### src/design/lrs_pkg.sv
// Package with the shared types and constants of the link reconnect supervisor.
`timescale 1ns / 1ps
package lrs_pkg;

	// Reset values of the configuration registers.
	localparam logic [31:0] ASSOC_WINDOW_RST = 32'd10000;
	localparam logic [31:0] BACKOFF_CAP_RST  = 32'd30000;
	localparam logic [26:0] BACKOFF_BASE_RST = 27'd1000;
	localparam logic [7:0]  FAIL_FALLBACK_RST = 8'd3;
	localparam logic [31:0] AP_PROBE_RST     = 32'd300000;

	// Failure count from which the capped retry delay applies.
	localparam logic [7:0] CAP_FAILS = 8'd6;
	localparam logic [7:0] FAIL_MAX  = 8'hFF;

	// Configuration register indexes.
	typedef enum logic [2:0] {
		REG_ASSOC_WINDOW  = 3'd0,
		REG_BACKOFF_CAP   = 3'd1,
		REG_BACKOFF_BASE  = 3'd2,
		REG_FAIL_FALLBACK = 3'd3,
		REG_AP_PROBE      = 3'd4
	} cfg_reg_t;

	// Current configuration, handed from the register file to the core.
	typedef struct packed {
		logic [31:0] assoc_window_ms;
		logic [31:0] backoff_cap_ms;
		logic [26:0] backoff_base_ms;
		logic [7:0]  failures_to_fallback;
		logic [31:0] ap_probe_ms;
	} cfg_t;

	// One input item (one tick).
	typedef struct packed {
		logic [31:0] now_ms;
		logic        reconnect_request;
		logic        link_connected;
		logic        creds_present;
		logic        stations_present;
		logic        ap_start_ok;
	} in_item_t;

	// One result item.
	typedef struct packed {
		logic       cmd_reload;
		logic       cmd_disconnect;
		logic       cmd_begin_assoc;
		logic       cmd_ap_up;
		logic       cmd_ap_down;
		logic       is_linked;
		logic       is_ap_active;
		logic       link_or_ap_up;
		logic       pulse_link_up;
		logic       pulse_ap_up;
		logic [7:0] fail_count_out;
	} out_item_t;

endpackage

### src/design/link_reconnect_supervisor_unit.sv
// Link reconnect supervisor: top level with input and result registers.
//
// Usage: each input item is one tick carrying the millisecond time and the
// radio and credential status. Every accepted item yields exactly one result
// item with the commands for that tick and the status after it.
// Both channels use valid/stall; an item moves at an edge where valid is high
// and stall is low. Configuration is written through cfg_wr_en, cfg_index and
// cfg_data while the block is idle; indexes past the last register are ignored.
// An accepted item waits in the input register until the result register is
// free or being taken; it is then processed and its result is loaded into the
// result register, where out_valid rises.
// Throughput: one item per cycle while the receiver does not stall; the state
// update is a single pass of compares, a shift and an add between the input
// register and the result register.
// When the receiver stalls, the result register holds; one further item is
// taken into the input register, after which in_stall rises until the result
// is taken. Reset clears the supervisor state and loads the default register
// values; no result is pending after reset.
`timescale 1ns / 1ps
module link_reconnect_supervisor_unit (
	input  logic               clk,
	input  logic               arst_n,
	input  logic               in_valid,
	output logic               in_stall,
	input  lrs_pkg::in_item_t  in_data,
	output logic               out_valid,
	input  logic               out_stall,
	output lrs_pkg::out_item_t out_data,
	input  logic               cfg_wr_en,
	input  logic [2:0]         cfg_index,
	input  logic [31:0]        cfg_data
);
	import lrs_pkg::*;

	cfg_t      cfg;
	in_item_t  item_s1;
	logic      valid_s1;
	out_item_t result;
	out_item_t out_data_q;
	logic      out_valid_q;
	logic      advance;
	logic      step;

	lrs_cfg_regs u_cfg (
		.clk       (clk),
		.arst_n    (arst_n),
		.cfg_wr_en (cfg_wr_en),
		.cfg_index (cfg_index),
		.cfg_data  (cfg_data),
		.cfg       (cfg)
	);

	// The input stage moves on when the result register is free or being taken.
	assign advance  = !out_valid_q || !out_stall;
	assign in_stall = valid_s1 && !advance;
	assign step     = valid_s1 && advance;

	// Input register.
	always_ff @(posedge clk or negedge arst_n) begin
		if (!arst_n) begin
			valid_s1 <= 1'b0;
		end else if (!in_stall) begin
			valid_s1 <= in_valid;
		end
	end

	always_ff @(posedge clk) begin
		if (in_valid && !in_stall) begin
			item_s1 <= in_data;
		end
	end

	lrs_core u_core (
		.clk    (clk),
		.arst_n (arst_n),
		.step   (step),
		.item   (item_s1),
		.cfg    (cfg),
		.result (result)
	);

	// Result register.
	always_ff @(posedge clk or negedge arst_n) begin
		if (!arst_n) begin
			out_valid_q <= 1'b0;
		end else if (advance) begin
			out_valid_q <= valid_s1;
		end
	end

	always_ff @(posedge clk) begin
		if (step) begin
			out_data_q <= result;
		end
	end

	assign out_valid = out_valid_q;
	assign out_data  = out_data_q;

endmodule

### src/design/lrs_cfg_regs.sv
// Configuration register file of the link reconnect supervisor.
`timescale 1ns / 1ps
module lrs_cfg_regs (
	input  logic         clk,
	input  logic         arst_n,
	input  logic         cfg_wr_en,
	input  logic [2:0]   cfg_index,
	input  logic [31:0]  cfg_data,
	output lrs_pkg::cfg_t cfg
);
	import lrs_pkg::*;

	cfg_t cfg_q;

	// Register writes; indexes beyond the list are ignored.
	always_ff @(posedge clk or negedge arst_n) begin
		if (!arst_n) begin
			cfg_q.assoc_window_ms      <= ASSOC_WINDOW_RST;
			cfg_q.backoff_cap_ms       <= BACKOFF_CAP_RST;
			cfg_q.backoff_base_ms      <= BACKOFF_BASE_RST;
			cfg_q.failures_to_fallback <= FAIL_FALLBACK_RST;
			cfg_q.ap_probe_ms          <= AP_PROBE_RST;
		end else if (cfg_wr_en) begin
			unique case (cfg_index)
				REG_ASSOC_WINDOW:  cfg_q.assoc_window_ms      <= cfg_data;
				REG_BACKOFF_CAP:   cfg_q.backoff_cap_ms       <= cfg_data;
				REG_BACKOFF_BASE:  cfg_q.backoff_base_ms      <= cfg_data[26:0];
				REG_FAIL_FALLBACK: cfg_q.failures_to_fallback <= cfg_data[7:0];
				REG_AP_PROBE:      cfg_q.ap_probe_ms          <= cfg_data;
				default: ;
			endcase
		end
	end

	assign cfg = cfg_q;

endmodule

### src/design/lrs_core.sv
// Supervisor state and the single-pass update for one tick.
`timescale 1ns / 1ps
module lrs_core (
	input  logic              clk,
	input  logic              arst_n,
	input  logic              step,
	input  lrs_pkg::in_item_t item,
	input  lrs_pkg::cfg_t     cfg,
	output lrs_pkg::out_item_t result
);
	import lrs_pkg::*;

	logic        linked_q, ap_on_q, associating_q, force_q;
	logic [7:0]  fail_count_q;
	logic [31:0] assoc_start_q, retry_time_q, probe_start_q;

	logic        linked_n, ap_on_n, associating_n, force_n;
	logic [7:0]  fail_count_n;
	logic [31:0] assoc_start_n, retry_time_n, probe_start_n;

	logic [7:0]  fail_inc;
	logic [2:0]  shift_amt;
	logic [31:0] delay;
	logic [31:0] assoc_elapsed, retry_diff, probe_elapsed;
	logic        window_done, retry_due, probe_due;
	logic        raise_req, raise_ok, begin_assoc;
	logic        o_reload, o_disc, o_ap_down, o_pulse_link;

	// Elapsed-time compares and the retry delay for the next failure.
	always_comb begin
		assoc_elapsed = item.now_ms - assoc_start_q;
		retry_diff    = item.now_ms - retry_time_q;
		probe_elapsed = item.now_ms - probe_start_q;
		window_done   = assoc_elapsed >= cfg.assoc_window_ms;
		retry_due     = ~retry_diff[31];
		probe_due     = probe_elapsed >= cfg.ap_probe_ms;
		fail_inc      = (fail_count_q == FAIL_MAX) ? FAIL_MAX : fail_count_q + 8'd1;
		shift_amt     = fail_inc[2:0] - 3'd1;
		if (fail_inc >= CAP_FAILS) begin
			delay = cfg.backoff_cap_ms;
		end else begin
			delay = {5'd0, cfg.backoff_base_ms} << shift_amt;
		end
	end

	// Next state and commands, in the priority order of the tick.
	always_comb begin
		linked_n      = linked_q;
		ap_on_n       = ap_on_q;
		associating_n = associating_q;
		force_n       = force_q;
		fail_count_n  = fail_count_q;
		assoc_start_n = assoc_start_q;
		retry_time_n  = retry_time_q;
		probe_start_n = probe_start_q;
		o_reload      = 1'b0;
		o_disc        = 1'b0;
		o_ap_down     = 1'b0;
		o_pulse_link  = 1'b0;
		raise_req     = 1'b0;
		begin_assoc   = 1'b0;

		priority if (item.reconnect_request) begin
			o_reload      = 1'b1;
			fail_count_n  = 8'd0;
			associating_n = 1'b0;
			retry_time_n  = item.now_ms;
			force_n       = 1'b1;
			if (linked_q) begin
				o_disc   = 1'b1;
				linked_n = 1'b0;
			end
		end else if (item.link_connected) begin
			if (!linked_q) begin
				linked_n      = 1'b1;
				associating_n = 1'b0;
				fail_count_n  = 8'd0;
				o_pulse_link  = 1'b1;
				if (ap_on_q) begin
					o_ap_down = 1'b1;
					ap_on_n   = 1'b0;
				end
			end
		end else begin
			// A lost link clears the count and makes the retry due now.
			if (linked_q) begin
				linked_n     = 1'b0;
				fail_count_n = 8'd0;
				retry_time_n = item.now_ms;
			end
			if (associating_q) begin
				if (window_done) begin
					associating_n = 1'b0;
					fail_count_n  = fail_inc;
					retry_time_n  = item.now_ms + delay;
					raise_req     = !ap_on_q && (fail_inc >= cfg.failures_to_fallback);
				end
			end else if (linked_q ? 1'b1 : retry_due) begin
				if (!item.creds_present) begin
					raise_req = !ap_on_q;
				end else if (ap_on_q && !force_q) begin
					if (!item.stations_present && probe_due) begin
						probe_start_n = item.now_ms;
						begin_assoc   = 1'b1;
					end
				end else begin
					if (ap_on_q) begin
						force_n = 1'b0;
					end
					begin_assoc = 1'b1;
				end
			end
		end

		// Access point bring-up only takes effect when it would succeed.
		raise_ok = raise_req && item.ap_start_ok;
		if (raise_ok) begin
			ap_on_n       = 1'b1;
			probe_start_n = item.now_ms;
		end
		if (begin_assoc) begin
			associating_n = 1'b1;
			assoc_start_n = item.now_ms;
		end
	end

	// Result fields show the state after this tick.
	always_comb begin
		result.cmd_reload      = o_reload;
		result.cmd_disconnect  = o_disc;
		result.cmd_begin_assoc = begin_assoc;
		result.cmd_ap_up       = raise_ok;
		result.cmd_ap_down     = o_ap_down;
		result.is_linked       = linked_n;
		result.is_ap_active    = ap_on_n;
		result.link_or_ap_up   = linked_n | ap_on_n;
		result.pulse_link_up   = o_pulse_link;
		result.pulse_ap_up     = raise_ok;
		result.fail_count_out  = fail_count_n;
	end

	// Control flags reset; the timestamps reset to zero as well.
	always_ff @(posedge clk or negedge arst_n) begin
		if (!arst_n) begin
			linked_q      <= 1'b0;
			ap_on_q       <= 1'b0;
			associating_q <= 1'b0;
			force_q       <= 1'b0;
			fail_count_q  <= 8'd0;
			assoc_start_q <= 32'd0;
			retry_time_q  <= 32'd0;
			probe_start_q <= 32'd0;
		end else if (step) begin
			linked_q      <= linked_n;
			ap_on_q       <= ap_on_n;
			associating_q <= associating_n;
			force_q       <= force_n;
			fail_count_q  <= fail_count_n;
			assoc_start_q <= assoc_start_n;
			retry_time_q  <= retry_time_n;
			probe_start_q <= probe_start_n;
		end
	end

	// State only moves when an item is processed.
	a_hold: assert property (@(posedge clk) disable iff (!arst_n)
		!step |=> $stable(fail_count_q) && $stable(linked_q) && $stable(ap_on_q))
		else $error("supervisor state changed without an item");

	// A reconnect request always leaves the link down and a forced attempt pending.
	a_req: assert property (@(posedge clk) disable iff (!arst_n)
		step && item.reconnect_request |=> !linked_q && force_q && fail_count_q == 8'd0)
		else $error("reconnect request not applied");

	// A connected report without a request leaves the link up and no attempt running.
	a_conn: assert property (@(posedge clk) disable iff (!arst_n)
		step && !item.reconnect_request && item.link_connected |=> linked_q && !associating_q)
		else $error("link connect not applied");

	// The access point is only raised while it is down, and never together with teardown or an association start.
	a_ap: assert property (@(posedge clk) disable iff (!arst_n)
		step && result.cmd_ap_up |-> !ap_on_q && !result.cmd_ap_down && !result.cmd_begin_assoc)
		else $error("access point raised while already up or alongside another command");

endmodule

### config.mk
export PLATFORM = sky130hd
export DESIGN_NAME = link_reconnect_supervisor_unit
export DESIGN_NICKNAME = d
export VERILOG_FILES = /design/src/design/lrs_pkg.sv /design/src/design/link_reconnect_supervisor_unit.sv /design/src/design/lrs_cfg_regs.sv /design/src/design/lrs_core.sv
export SDC_FILE = /design/constraint.sdc
export NUM_CORES = 1
export LEC_CHECK = 0
export ABC_AREA = 1
export ABC_CLOCK_PERIOD_IN_PS = 5900
export BUFFER_PORTS_ARGS = -buffer_cell sky130_fd_sc_hd__buf_2
export CAP_MARGIN = 20
export CORE_ASPECT_RATIO = 2
export CORE_MARGIN = 8
export CORE_UTILIZATION = 35
export DETAILED_ROUTE_END_ITERATION = 7
export GPL_ROUTABILITY_DRIVEN = 0
export GPL_TIMING_DRIVEN = 0
export SLEW_MARGIN = 40
export SYNTH_ARGS = -nofsm -noshare
export SYNTH_HDL_FRONTEND = slang
export SYNTH_SLANG_ARGS = --single-unit
### constraint.sdc
create_clock -name clk -period 5.9 [get_ports clk]
set_input_delay 0.59 -clock clk [delete_from_list [all_inputs] [get_ports clk]]
set_output_delay 0.59 -clock clk [all_outputs]
set_load 0.02 [all_outputs]
Word level (Yosys, flattened, before mapping)
Index checks and enable logic that the tools add are counted.
- bits in registers: 295
- output and inout port bits: 20
- input port bits: 77
- logic and storage cells: 150
- equal/unequal tests: 12
- order comparisons: 4
- add/sub/neg operators: 6
- reductions and logical operators: 35
- shifts and indexed selects: 1
- muxes and demuxes: 58
- bitwise gates (word level): 3
- operators by type and width (cell ; number):
    $mux W32 ; 14
    $sub A32 B32 Y32 ; 3
    $ge A32 B32 Y1 ; 2
    $mux W8 ; 7
    $mux W1 ; 37
    $add A32 B32 Y32 ; 1
    $shl A27 B3 Y32 ; 1
    $reduce_and A2 Y1 ; 8
    $reduce_bool A2 Y1 ; 7
    $add A8 B1 Y8 const B ; 1
    $eq A8 B8 Y1 const B ; 1
    $ge A8 B3 Y1 const B ; 1
    $ge A8 B8 Y1 ; 1
    $reduce_and A8 Y1 ; 1
    $logic_and A1 B1 Y1 ; 7
    $logic_not A1 Y1 ; 7
    $reduce_and A7 Y1 ; 1
    $eq A3 B2 Y1 const B ; 2
    $ne A2 B1 Y1 const B ; 3
    $ne A2 B2 Y1 const B ; 3
    $ne A4 B4 Y1 const B ; 1
    $eq A3 B1 Y1 const B ; 1
    $eq A3 B3 Y1 const B ; 1
    $logic_not A3 Y1 ; 1
    6 further kinds ; 7

Logic depth before layout (Yosys ltp)
- depth after elaboration: 12
- gate-level depth with buffers: 33
- depth with buffers taken out: 30

Hierarchy
A second synthesis with hierarchy kept.
- cells, all modules: 3027
- area total of the unflattened synthesis: 21814.7 sq um
- by module, submodules not included (module ; instances ; cells an instance ; sequential area each (sq um) ; area each (sq um)):
    lrs_core ; 1 ; 2381 ; 2702.6 ; 14765.4
    lrs_cfg_regs ; 1 ; 579 ; 3313.2 ; 5302.6
    link_reconnect_supervisor_unit ; 1 ; 67 ; 1701.6 ; 1746.7

Least setup slack after synthesis
OpenSTA, ideal clock, no wires.
- path type: flip-flop to flip-flop
- start point: register u_core.fail_count_q[0]
- end point: register u_core.retry_time_q[30]
- stages on the path, launching flop included: 28
- data arrival time: 4.159 ns
- required time: 5.766 ns
- library setup time: 0.134 ns
- clock period less this slack: 4.293 ns
- buffers on the path: 4
- setup slack: 1.607 ns
- cell sequence: dfrtp_1 ha_1 nand2_2 nor2_4 nand2_4 nand2_4 inv_2 buf_2 ha_1 clkbuf_1 inv_1 clkbuf_1 clkbuf_1 nand3_1 o31ai_1 ha_1 fa_1 nand3_1 nand2_1 nand3_1 nand2_1 nand3_1 nand2_1 nand3_1 a21oi_1 o21ai_0 nand2_1 o21ai_0
- cells in the longest elaborated chain, start to end: 10
- elaborated cells on any way between the ends: 12
- classes of those cells: add/sub (3); order compare (1); eq/ne (1); shift (1); mux (6)
- ends and longest elaborated chain (element ; RTL line ; source):
    from (decl) ; lrs_core.sv:14 ; logic [7:0] fail_count_q;
    from (signal assigned) ; lrs_core.sv:158 ; fail_count_q <= fail_count_n;
    $add A8 B1 Y8 / $eq A8 B8 Y1 (equally long branches) ; lrs_core.sv:37 ; fail_inc = (fail_count_q == FAIL_MAX) ? FAIL_MAX : fail_count_q + 8'd1;
    $mux W8 (*) ; lrs_core.sv:37 ;
    $sub A3 B1 Y3 ; lrs_core.sv:38 ; shift_amt = fail_inc[2:0] - 3'd1;
    $shl A27 B3 Y32 ; lrs_core.sv:42 ; delay = {5'd0, cfg.backoff_base_ms} << shift_amt;
    $mux W32 (*) ; lrs_core.sv:39 ; if (fail_inc >= CAP_FAILS) begin
    $add A32 B32 Y32 (*) ; lrs_core.sv:95 ; retry_time_n = item.now_ms + delay;
    $mux W32 (*) ; lrs_core.sv:92 ; if (window_done) begin
    $mux W32 (*) ; lrs_core.sv:91 ; if (associating_q) begin
    $mux W32 (*) ; lrs_core.sv:73 ; end else if (item.link_connected) begin
    $mux W32 (*) ; lrs_core.sv:63 ; priority if (item.reconnect_request) begin
    to (signal assigned) ; lrs_core.sv:160 ; retry_time_q <= retry_time_n;
    to (decl) ; lrs_core.sv:15 ; logic [31:0] assoc_start_q, retry_time_q, probe_start_q;
Every way passes the cells marked *; elsewhere a longest branch is shown, timed or not. The select of a mux whose other input is x is not followed.
A chain may end at the register's enable or synchronous reset.

==> impl_metrics.json <==
{
  "slowest_stage": "edfxtp_1",
  "synth_top_family_by_area": "simple AND/OR/NAND/NOR gates",
  "first_pass_iters": 6,
  "power_leakage_uw": 0.0123,
  "drc": 0,
  "placed_cell_area_sq_mm": 0.0232,
  "clock_skew_ps": 14.9,
  "grt_setup_unrepaired": "false",
  "wl_per_cell_microns": 18.9,
  "status": "completed",
  "grt_pass1_wl_microns": 114000,
  "drt_iter0_markers": 1725,
  "end_kind": "flip-flop",
  "synthAdderAreaFrac_pct": 11.7,
  "hold_violations": 0,
  "max_clock_freq_ghz": 0.177,
  "die_w_microns": 192,
  "grt.busiest_layer": "met2",
  "cts_made_buffers": 31,
  "final_antenna_net_count": 0,
  "p_int_uw": 6390,
  "vias": 20700,
  "power_uw": 12500,
  "hold_class": "in2reg",
  "synthMuxAreaShare_pct": 0.0463,
  "synth.distinct_cells": 49,
  "layout_worst_path_cycle_share_pct": 95.7,
  "synthSimpleGateAreaFrac_pct": 23.9,
  "netlist_instances": 3016,
  "tightest_slew_ps": 952,
  "rows": 129,
  "crit_top_cell": "nand2_1",
  "synthFlopType": "dfrtp_1",
  "cts_root_buf": "clkbuf_16",
  "setup_viol": 0,
  "synthXorXnorAreaFrac_pct": 3.37,
  "worstSetupStartpointType": "flip-flop",
  "syn_avg_cell_area_sq_um": 7.17,
  "pwr-share-clk_pct": 17.2,
  "cts_htree_levels": 1,
  "grt-ovfl-total": 0,
  "initial_core_util_pct": 35.2,
  "finalCriticalPeriod_ps": 5650,
  "drive_above_1_share_pct": 8.03,
  "cp_max_fo": 10,
  "clock_sinks": 295,
  "antenna_found_initial": 2,
  "synth.cell_area_sq_mm": 0.0216,
  "combPwrFrac_pct": 59.3,
  "relSlewSlack_pct": 36.6,
  "path_cells": "inv_2 -> ha_1 -> inv_1 -> fa_1 -> nand3_1 -> nand2_1 -> a21oi_1 -> o21ai_1 -> a21oi_1 -> o21ai_0 -> a21oi_1 -> xnor2_1 -> ha_1 -> nand2_1 -> o21a_1 -> nand2_1 -> a21oi_1 -> nand3_1 -> nand2_1 -> buf_2 -> buf_2 -> nand2_1 -> o211ai_1 -> o21ai_0",
  "synth_compound_area_share_pct": 15.9,
  "clkLatencyLatePin_ps": 590,
  "ys_seq_elements": 295,
  "use_met1_pct": 26.3,
  "maxCapViolCount": 0,
  "ys_seq_area_share_pct": 35.5,
  "async_flop_share_pct": 81.7,
  "crit_type": "reg2reg",
  "stdcell_area_sq_mm": 0.0244,
  "fin_setup_tns_ps": 0,
  "dieArea_sq_mm": 0.0705,
  "die_h_microns": 368,
  "arrival_ps": 5950,
  "syn_to_final_growth_pct": 12.7,
  "fillerInstances": 6487,
  "p_sw_uw": 6070,
  "yosysWarnings": 0,
  "synth_edf_count": 54,
  "core_sq_mm": 0.0615,
  "p_seq_share_pct": 23.5,
  "power_density_mw_per_mm2": 511,
  "cts_buffer_depth": 3,
  "clk_pin_slew_ps": 70,
  "grtUsageTotal_pct": 20.9,
  "max_stage_delay_ps": 510,
  "synth_fp_nets": 3294,
  "switching_share_pct": 48.7,
  "grt_pass1_vias": 20100,
  "fin_nets": 3431,
  "port_buffers": 96,
  "drv_slew": 0,
  "required_ps": 6210,
  "use_met3_pct": 2.70,
  "routed_wl_microns": 74800,
  "boundaryPins": 97,
  "post_drt_via_cell_ratio": 5.23,
  "dp_hpwl_microns": 58200,
  "grtUsageMet2_pct": 33.9,
  "grt_max_degree": 66,
  "peakVddDrop_uv": 295,
  "cts_tree": "built"
}
==> sequential cells by signal (all words and copies together), names as in the netlist, 8 cells and up <==
register / cells
u_core.assoc_start_q: 32
u_core.probe_start_q: 32
u_cfg.cfg: 131
u_core.retry_time_q: 32
u_core.fail_count_q: 8
item_s1: 37
out_data: 17
==> Yosys cell counts, types with 2 or more instances <==
master | count | area (sq um)
a21boi_0 | 4 | 30.0
a21boi_1 | 2 | 15.0
a21o_1 | 7 | 52.6
a21oi_1 | 183 | 916
a221oi_1 | 4 | 35.0
a31oi_1 | 7 | 43.8
buf_1 | 5 | 18.8
buf_2 | 28 | 140
buf_4 | 6 | 45.0
clkbuf_1 | 59 | 221
dfrtp_1 | 213 | 5330
dfstp_2 | 28 | 736
edfxtp_1 | 54 | 1620
fa_1 | 3 | 60.1
ha_1 | 198 | 2480
inv_1 | 425 | 1600
inv_2 | 8 | 30.0
nand2_1 | 856 | 3210
nand2_2 | 6 | 37.5
nand2_4 | 2 | 22.5
nand3_1 | 173 | 866
nand3_2 | 5 | 50.1
nand3b_1 | 5 | 37.5
nand4_1 | 21 | 131
nor2_1 | 161 | 604
nor2_2 | 3 | 18.8
nor2_4 | 2 | 22.5
nor3_1 | 21 | 105
nor4_1 | 7 | 43.8
o2111ai_1 | 2 | 17.5
o211ai_1 | 19 | 143
o21a_1 | 11 | 82.6
o21ai_0 | 318 | 1590
o21ai_1 | 45 | 225
o21bai_1 | 14 | 105
o22ai_1 | 16 | 100
o31ai_1 | 4 | 30.0
or2_2 | 2 | 12.5
xnor2_1 | 26 | 228
xor2_1 | 54 | 473
==> path summary, 6_finish.rpt <==
check / from / to / slack [ps] / depth (start not counted)
hold / removal: in_data[34] / item_s1[34]$_DFFE_PP_ / 180 / 1
setup reg to reg: item_s1[5]$_DFFE_PP_ / out_data[1]$_DFFE_PP_ / 250 / 24
setup / recovery: item_s1[5]$_DFFE_PP_ / out_data[1]$_DFFE_PP_ / 250 / 24
hold reg to reg: u_core.assoc_start_q[3]$_DFFE_PN0P_ / u_core.assoc_start_q[3]$_DFFE_PN0P_ / 470 / 2
min in group asynchronous: arst_n / u_cfg.cfg[36]$_DFFE_PN0P_ / 520 / 2
max in group asynchronous: arst_n / u_core.retry_time_q[29]$_DFFE_PN0P_ / 4340 / 4
==> kinds of logic after synthesis <==
| kind of cell | count (synthesis) |
|---|---|
| xor gates and xnor gates | 81 |
| muxes | 1 |
| DFF | 295 |
| adders and majority gates | 201 |
| AOI/OAI and AO/OA | 641 |
| and+or+nand+nor | 1265 |
| buffers and inverters | 532 |
==> final cells by class <==
cell class | count | area [sq um] | area share, %
Antenna cell | 1 | 2.50 | 0.0103
Clock inverter | 20 | 258 | 1.06
Sequential cell | 295 | 7690 | 31.5
Clock buffer | 36 | 826 | 3.39
Buffer | 97 | 425 | 1.75
Inverter | 434 | 1630 | 6.68
Tap cell | 786 | 983 | 4.03
Multi-Input combinational cell | 2189 | 11900 | 48.9
Timing Repair Buffer | 105 | 641 | 2.63
==> placed cells by master (no fill, tap or decap), types with 9 or more instances in the layout <==
cell type / n
clkbuf_1: 58
o21a_1: 11
dfrtp_1: 213
o21ai_0: 318
buf_2: 123
ha_1: 198
xor2_1: 54
inv_1: 424
nand4_1: 21
inv_2: 9
buf_4: 9
edfxtp_1: 54
o22ai_1: 16
nand3_1: 173
clkbuf_16: 32
nor2_1: 161
nor3_1: 21
o21ai_1: 45
nand2_1: 856
a21oi_1: 181
o21bai_1: 14
o211ai_1: 19
xnor2_1: 26
dfstp_2: 28
==> what timing repair did <==
| action | CTS | global route |
|---|---|---|
| hold buffers | 1 | 0 |
| buffers inserted | 0 | 3 |
| resized for setup | 1 | 8 |
| setup endpoints to repair | 4 | 54 |
| hold endpoints to repair | 53 | 0 |
==> critical path: cells and delay by family (launching register included) <==
| kind | cells | cell delay [ps] |
|---|---|---|
| AO/OA/AOI/OAI | 9 | 2020 |
| adder cells (fa/ha/maj) | 3 | 810 |
| buffers and inverters | 4 | 1000 |
| AND/OR/NAND/NOR | 7 | 870 |
| flip-flops | 1 | 510 |
| XOR/XNOR | 1 | 150 |
==> metal layers <==
metal | vias to the layer above | routed length (microns)
met5 | - | 10
met4 | 2 | 4710
met3 | 145 | 4650
met2 | 698 | 34500
met1 | 9783 | 31000
li1 | 10100 | -
==> power by group through the flow <==
stage               sequential [uW]  clock [uW]  combinational, uW
finish                         2930        2140               7390
CTS                            2930        2180               7320
global placement               2950           0               7140
global route                   2980        2250               8310
floorplan                      2860           0               5170
detailed placement             2960           0               7260
==> metrics by stage <==
step	utilization, %	hold WS (ps)	worst slack (ps)	std cells
after global routing	39.6	153	36.5	3962
after global placement	37.6	457	-315	3898
after detailed placement	37.8	458	-145	3903
after CTS	39.6	146	73.3	3960
after floorplan	-	294	1610	3016
final	39.6	175	254	3963
Note: power is estimated with default switching activity, not from simulation.
